`config.mk`:
```
export PLATFORM = sky130hd
export DESIGN_NAME = tnohe_ctrl
export DESIGN_NICKNAME = d
export VERILOG_FILES = /design/src/hdl/tnohe_pkg.sv /design/src/hdl/tnohe_ctrl.sv
export SDC_FILE = /design/constraint.sdc
export NUM_CORES = 1
export LEC_CHECK = 0
export ABC_AREA = 1
export BUFFER_PORTS_ARGS = -buffer_cell sky130_fd_sc_hd__clkbuf_2
export CORE_AREA = 2 2 39 41
export CTS_CLUSTER_SIZE = 28
export DETAILED_ROUTE_END_ITERATION = 12
export DIE_AREA = 0 0 41 43
export PLACE_DENSITY = 0.46
export SLEW_MARGIN = 30
export SYNTH_ARGS = -nofsm -noshare
export SYNTH_HDL_FRONTEND = slang
export SYNTH_SLANG_ARGS = --single-unit
```
`constraint.sdc`:
```
create_clock -name clk -period 0.8 [get_ports clk]
set_input_delay 0.04 -clock clk [delete_from_list [all_inputs] [get_ports clk]]
set_output_delay 0.04 -clock clk [all_outputs]
set_load 0.05 [all_outputs]
```
`src/hdl/tnohe_pkg.sv`:
```
// ---------------------------------------------------------------------------
// tnohe_pkg
// Shared types and constants of the toroidal neighborhood one-hot encoder.
// ---------------------------------------------------------------------------
package tnohe_pkg;

  // Operation codes of an input word
  localparam logic OP_WRITE  = 1'b0;
  localparam logic OP_ENCODE = 1'b1;

  // Configuration register indexes
  localparam logic [1:0] CFG_GRID_SIZE  = 2'd0;
  localparam logic [1:0] CFG_RADIUS     = 2'd1;
  localparam logic [1:0] CFG_NUM_STATES = 2'd2;

  // Grid side, reach and state count limits; the field widths below follow them
  localparam int GRID_MAX   = 64;
  localparam int MAX_RADIUS = 3;
  localparam int MAX_STATES = 16;

  // Field and register widths
  localparam int CFG_W    = 7;
  localparam int IDX_W    = 2;
  localparam int GSIZE_W  = 7;
  localparam int RAD_W    = 2;
  localparam int NST_W    = 5;
  localparam int COORD_W  = 6;
  localparam int VAL_W    = 4;
  localparam int HOT_W    = 16;
  localparam int NUM_W    = 6;
  localparam int STEP_W   = 3;
  // Signed width for coordinate wrap arithmetic and grid size compares
  localparam int CRD_W    = 10;

  // Commands from the controller to the datapath
  typedef struct packed {
    logic load;            // latch the input word
    logic write_cell;      // store the latched value into the grid
    logic read_centre;     // read the addressed cell
    logic capture_centre;  // hold the centre state from the read data
    logic walk_start;      // reset the walk counters and coordinates
    logic walk_issue;      // read the current neighbor and tag it
    logic walk_advance;    // step to the next neighborhood position
  } ctrl_cmd_t;

  // Status from the datapath to the controller
  typedef struct packed {
    logic op;              // latched operation
    logic in_range;        // latched cell lies inside the grid in use
    logic rad_zero;        // effective radius is zero
    logic step_centre;     // walk sits on the centre position
    logic step_last;       // walk sits on the final position
    logic credit_ok;       // output queue can take one more read
  } dp_status_t;

  // One result word
  typedef struct packed {
    logic [HOT_W-1:0] one_hot;
    logic [VAL_W-1:0] state;
    logic [NUM_W-1:0] number;
    logic [VAL_W-1:0] center;
    logic             last;
  } out_item_t;

endpackage

```
`src/hdl/tnohe_ctrl.sv`:
```
// ---------------------------------------------------------------------------
// tnohe_ctrl
// Controller: sequences accept, decode, centre read and the neighborhood walk.
// ---------------------------------------------------------------------------
module tnohe_ctrl (
  input  logic                  clk,
  input  logic                  rst,
  input  logic                  in_valid,
  output logic                  in_ready,
  input  tnohe_pkg::dp_status_t sts,
  output tnohe_pkg::ctrl_cmd_t  cmd
);
  import tnohe_pkg::*;

  typedef enum logic [1:0] {
    IDLE,
    DECODE,
    CENTRE,
    WALK
  } state_t;

  state_t state;
  state_t state_next;

  // Decode commands and next state
  always_comb begin
    cmd        = '0;
    state_next = state;
    in_ready   = 1'b0;
    case (state)
      IDLE: begin
        in_ready = 1'b1;
        if (in_valid) begin
          cmd.load   = 1'b1;
          state_next = DECODE;
        end
      end
      DECODE: begin
        if (!sts.in_range) begin
          state_next = IDLE;
        end else if (sts.op == OP_WRITE) begin
          cmd.write_cell = 1'b1;
          state_next     = IDLE;
        end else if (sts.rad_zero) begin
          state_next = IDLE;
        end else begin
          cmd.read_centre = 1'b1;
          cmd.walk_start  = 1'b1;
          state_next      = CENTRE;
        end
      end
      CENTRE: begin
        cmd.capture_centre = 1'b1;
        state_next         = WALK;
      end
      WALK: begin
        // skip the centre, otherwise issue one read when the queue has room
        if (sts.step_centre) begin
          cmd.walk_advance = 1'b1;
        end else if (sts.credit_ok) begin
          cmd.walk_issue   = 1'b1;
          cmd.walk_advance = 1'b1;
          if (sts.step_last) begin
            state_next = IDLE;
          end
        end
      end
      default: begin
        state_next = IDLE;
      end
    endcase
  end

  // Hold state
  always_ff @(posedge clk) begin
    if (rst) begin
      state <= IDLE;
    end else begin
      state <= state_next;
    end
  end

  a_issue_has_credit: assert property (@(posedge clk) disable iff (rst)
    cmd.walk_issue |-> sts.credit_ok)
    else $error("neighbor read issued without queue room");

  a_no_centre_result: assert property (@(posedge clk) disable iff (rst)
    cmd.walk_issue |-> !sts.step_centre)
    else $error("centre cell issued as a neighbor");

  a_accept_decodes: assert property (@(posedge clk) disable iff (rst)
    (in_valid && in_ready) |=> (state == DECODE))
    else $error("accepted word not decoded");

endmodule

```
---- Word level (Yosys, flattened, before mapping) ----
Index checks and enable logic that the tools add are counted.
W data, S select, Z words.
word-level totals
  output and inout port bits .............. 8
  flip-flop bits (word level) ............. 2
  logic and storage cells ................. 33
  bits of input ports ..................... 9
cells by class
  equality and inequality tests ........... 7
  reduce and logical (&&, ||, !) cells .... 2
  mux-type cells .......................... 23
operators by type and width
  cell                  count
  $mux W2               11
  $mux W1               11
  $ne A2 B2 Y1 const B  4
  $pmux W2 S4           1
  $eq A2 B2 Y1 const B  2
  $reduce_and A4 Y1     1
  $eq A2 B1 Y1 const B  1
  $logic_not A2 Y1      1

---- Depth between registers and ports, before layout ----
  depth in word-level cells ............... 4
  gate-level depth with buffers ........... 6
  gate-level depth less buffers ........... 6

---- Worst setup path before layout ----
Ideal clock, no wire load.
  path kind ............................... register -> output
  start point ............................. register with a tool-made name
  end point ............................... output port cmd[1] (netlist bit)
  stages on the path, launching flop included .. 3
  buffers on the path ..................... 0
  required time ........................... 760 ps
  arrival ................................. 1537 ps
  path slack .............................. -777 ps
  cell sequence ........................... dfxtp_1 -> nand2_1 -> nor3_1
RTL lines
  what              RTL line          text
  end: declaration  tnohe_ctrl.sv:11  output tnohe_pkg::ctrl_cmd_t cmd

==> insert_results.sql <==
INSERT INTO impl_metrics (metric_group, metric, value, unit) VALUES
('finish', 'mostFrequentLayoutCells', 'clkbuf_2 (8), inv_1 (6), nand2_1 (5), buf_4 (5)', ''),
('synthesis', 'yosysWarningCount', '0', ''),
('worst_setup_path', 'cp_cell_sequence', 'nor2_4 > nand3_4 > clkinvlp_4 > clkbuf_16', ''),
('global_route', 'gr-total-overflow', '0', ''),
('synthesis', 'postSynthRegisterBits', '2', ''),
('sta', 'grt_setup_unrepaired', 'yes', ''),
('detailed_routing', 'detailedRoute.firstIterationViolations', '1', ''),
('finish', 'footprint_of_the_multi_input_gates', '150.1', 'sq um'),
('sta', 'fin_ws', '-336.1', 'ps'),
('global_route', 'largest_net_degree_at_the_start_of_global_routing', '7', ''),
('clock_network', 'clock-root-buffer', 'clkbuf_4', ''),
('power', 'combinationalPowerShare', '48.0', '%'),
('detailed_routing', 'drc', '0', ''),
('sta', 'setup_viol', '9', ''),
('outcome', 'failed_checks', 'setup timing', ''),
('finish', 'synthToLayoutAreaGrowth', '210.5', '%'),
('clock_network', 'cts_made_buffers', '3', ''),
('outcome', 'result_of_the_run', 'complete, but fails checks', ''),
('die', 'initial_core_util', '12.03', '%'),
('sta', 'final.setup_skew', '11.45', 'ps'),
('detailed_routing', 'wl_per_cell', '7.900', 'microns'),
('power', 'ir_drop', '0.5918', 'mV'),
('worst_setup_path', 'cpMaxStageDelayCell', 'dfxtp_4', ''),
('sta', 'fin_crit_sh', '142.0', '%'),
('die', 'die_h', '43', 'microns'),
('sta', 'fin_hold_ws', '156.3', 'ps'),
('detailed_routing', 'final_antenna_net_count', '0', ''),
('clock_network', 'cts_tree', 'built', ''),
('detailed_routing', 'number_of_detailed_route_iterations_in_the_first_pass', '4', ''),
('clock_network', 'insertion_delay', '230', 'ps'),
('detailed_routing', 'detailroute.via_count', '254', ''),
('worst_setup_path', 'crit_family', 'flip-flops', ''),
('sta', 'post-route-min-period', '1136', 'ps'),
('synthesis', 'syn_area', '166.4', 'sq um'),
('worst_setup_path', 'setup.reg_to_reg.worst_slack', '-240', 'ps'),
('worst_setup_path', 'crit_buf_inv', '2', ''),
('hold_path', 'worst_hold_path_type', 'primary input to flop', ''),
('clock_network', 'clkSlewWorstSetupHoldPaths', '40', 'ps'),
('placed_design', 'gp_congestion', '0.6344', ''),
('power', 'power.share.switching', '37.23', '%'),
('global_route', 'antenna_violations_before_repair', '0', ''),
('finish', 'design.final.nets', '64', ''),
('synthesis', 'post_synth.cell_area_avg', '5.943', 'sq um'),
('die', 'horizontal_extent_of_the_die', '41', 'microns'),
('worst_setup_path', 'worstSetupStartpointType', 'flop', ''),
('hold_path', 'hold_depth', '3', ''),
('finish', 'num_antenna_cells', '0', ''),
('synthesis', 'synth-seq-area-share', '24.06', '%'),
('placed_design', 'port_buffer_count', '16', ''),
('placed_design', 'place_hpwl', '419.8', 'microns'),
('power', 'p_seq_share', '17.3', '%'),
('worst_setup_path', 'critical_path.max_stage_delay', '360', 'ps'),
('global_route', 'first_global_vias', '252', ''),
('power', 'pwr-share-clk', '34.8', '%'),
('detailed_routing', 'routed_wl', '553', 'microns'),
('synthesis', 'mappedNetlistNets', '37', ''),
('placed_design', 'dp_slack', '-180.5', 'ps'),
('worst_setup_path', 'reg2regPathDepth', '7', ''),
('power', 'internal_power_summed_over_all_cells', '0.4612', 'mW'),
('worst_setup_path', 'critical_path_required', '760', 'ps'),
('die', 'fp.dieArea', '0.001763', 'sq mm'),
('global_route', 'groute.usage.overall', '7.916', '%'),
('worst_setup_path', 'critPathCaptureType', 'output port', ''),
('sta', 'max_clock_freq', '880.2', 'MHz'),
('die', 'core_area', '0.001384', 'sq mm'),
('power', 'reported_net_switching_power', '0.2735', 'mW'),
('worst_setup_path', 'worst-endpoint-arrival', '1100', 'ps'),
('clock_network', 'clock_tree.htree_level_count', '1', ''),
('finish', 'drive_above_1_share', '68.52', '%'),
('sta', 'final_hold_viol_count', '0', ''),
('global_route', 'grt_pass1_wl', '910', 'microns');
power groups by stage:
stage / Clock (mW) / Sequential [mW] / Combinational, mW
2_1_floorplan: 0 / 0.128 / 0.162
3_3_place_gp: 0 / 0.126 / 0.261
3_5_place_dp: 0 / 0.126 / 0.261
4_1_cts: 0.277 / 0.127 / 0.323
5_1_grt: 0.276 / 0.130 / 0.374
6_report: 0.255 / 0.127 / 0.352
timing repair:
item | CTS | global route
setup buffers | 0 | 2
endpoints found under the hold margin | 1 | 0
hold buffers | 1 | 0
pin swaps | 2 | 2
setup endpoints to repair | 9 | 10
gates resized for setup | 20 | 5
stage by stage:
stage | util [%] | instance area, sq um | setup TNS, ps | power, mW | std cells
floorplan | - | 217.7 | -1121 | 0.2904 | 28
global placement | 25.14 | 347.8 | -1134 | 0.3863 | 63
detailed placement | 25.14 | 347.8 | -1197 | 0.3873 | 63
CTS | 35.08 | 485.5 | -2630 | 0.7277 | 68
global route | 37.34 | 516.7 | -3114 | 0.7803 | 70
finish | 37.34 | 516.7 | -2635 | 0.7347 | 70
final cells by class:
type                            instances  area share, %
Sequential cell                         2          8.717
Timing Repair Buffer                   23          46.73
Clock buffer                            4          5.085
Multi-Input combinational cell         17          29.06
Inverter                                8          6.538
Tap cell                               16          3.874
worst register-to-register path, delay by kind of cell (launching register included):
family	cells	cell delay [ps]
AND/OR/NAND/NOR	4	310
buffers and inverters	3	300
flip-flops	1	360
cell usage after synthesis:
library cell	n	area [sq um]
nand3_2	2	20.02
o21ai_0	1	5.000
nor2_2	1	6.260
buf_4	1	7.510
nor2_1	3	11.26
a21oi_1	2	10.01
nor3_1	1	5.000
nor3b_1	1	7.510
inv_2	1	3.750
nand2_1	5	18.77
dfxtp_1	2	40.04
inv_1	7	26.28
nand3_1	1	5.000
layer usage:
layer  vias up  global-route usage [%]  wire length [microns]
met5         -                       0                      0
met4         0                   8.000                      0
met3         0                   1.571                     47
met2         9                   10.31                    298
met1       111                   9.904                    207
li1        134                       -                      -
kinds of logic (layout without fill, tap and decap cells):
group	count (synthesis)	count (layout)	synth area share (%)
simple gates	14	14	44.36
buf+inv	9	35	22.56
compound gates	3	3	9.020
flops	2	2	24.06
worst min path at each step:
stage / startpoint / endpoint / slack (ps)
3_5_place_dp: rst / state[0] / 210
3_3_place_gp: rst / state[0] / 210
5_1_grt: in_valid / state[0] / 200
4_1_cts: in_valid / state[0] / 170
2_1_floorplan: rst / state[0] / 100
6_report: in_valid / state[0] / 160
Power figures use the tool's default switching activity.
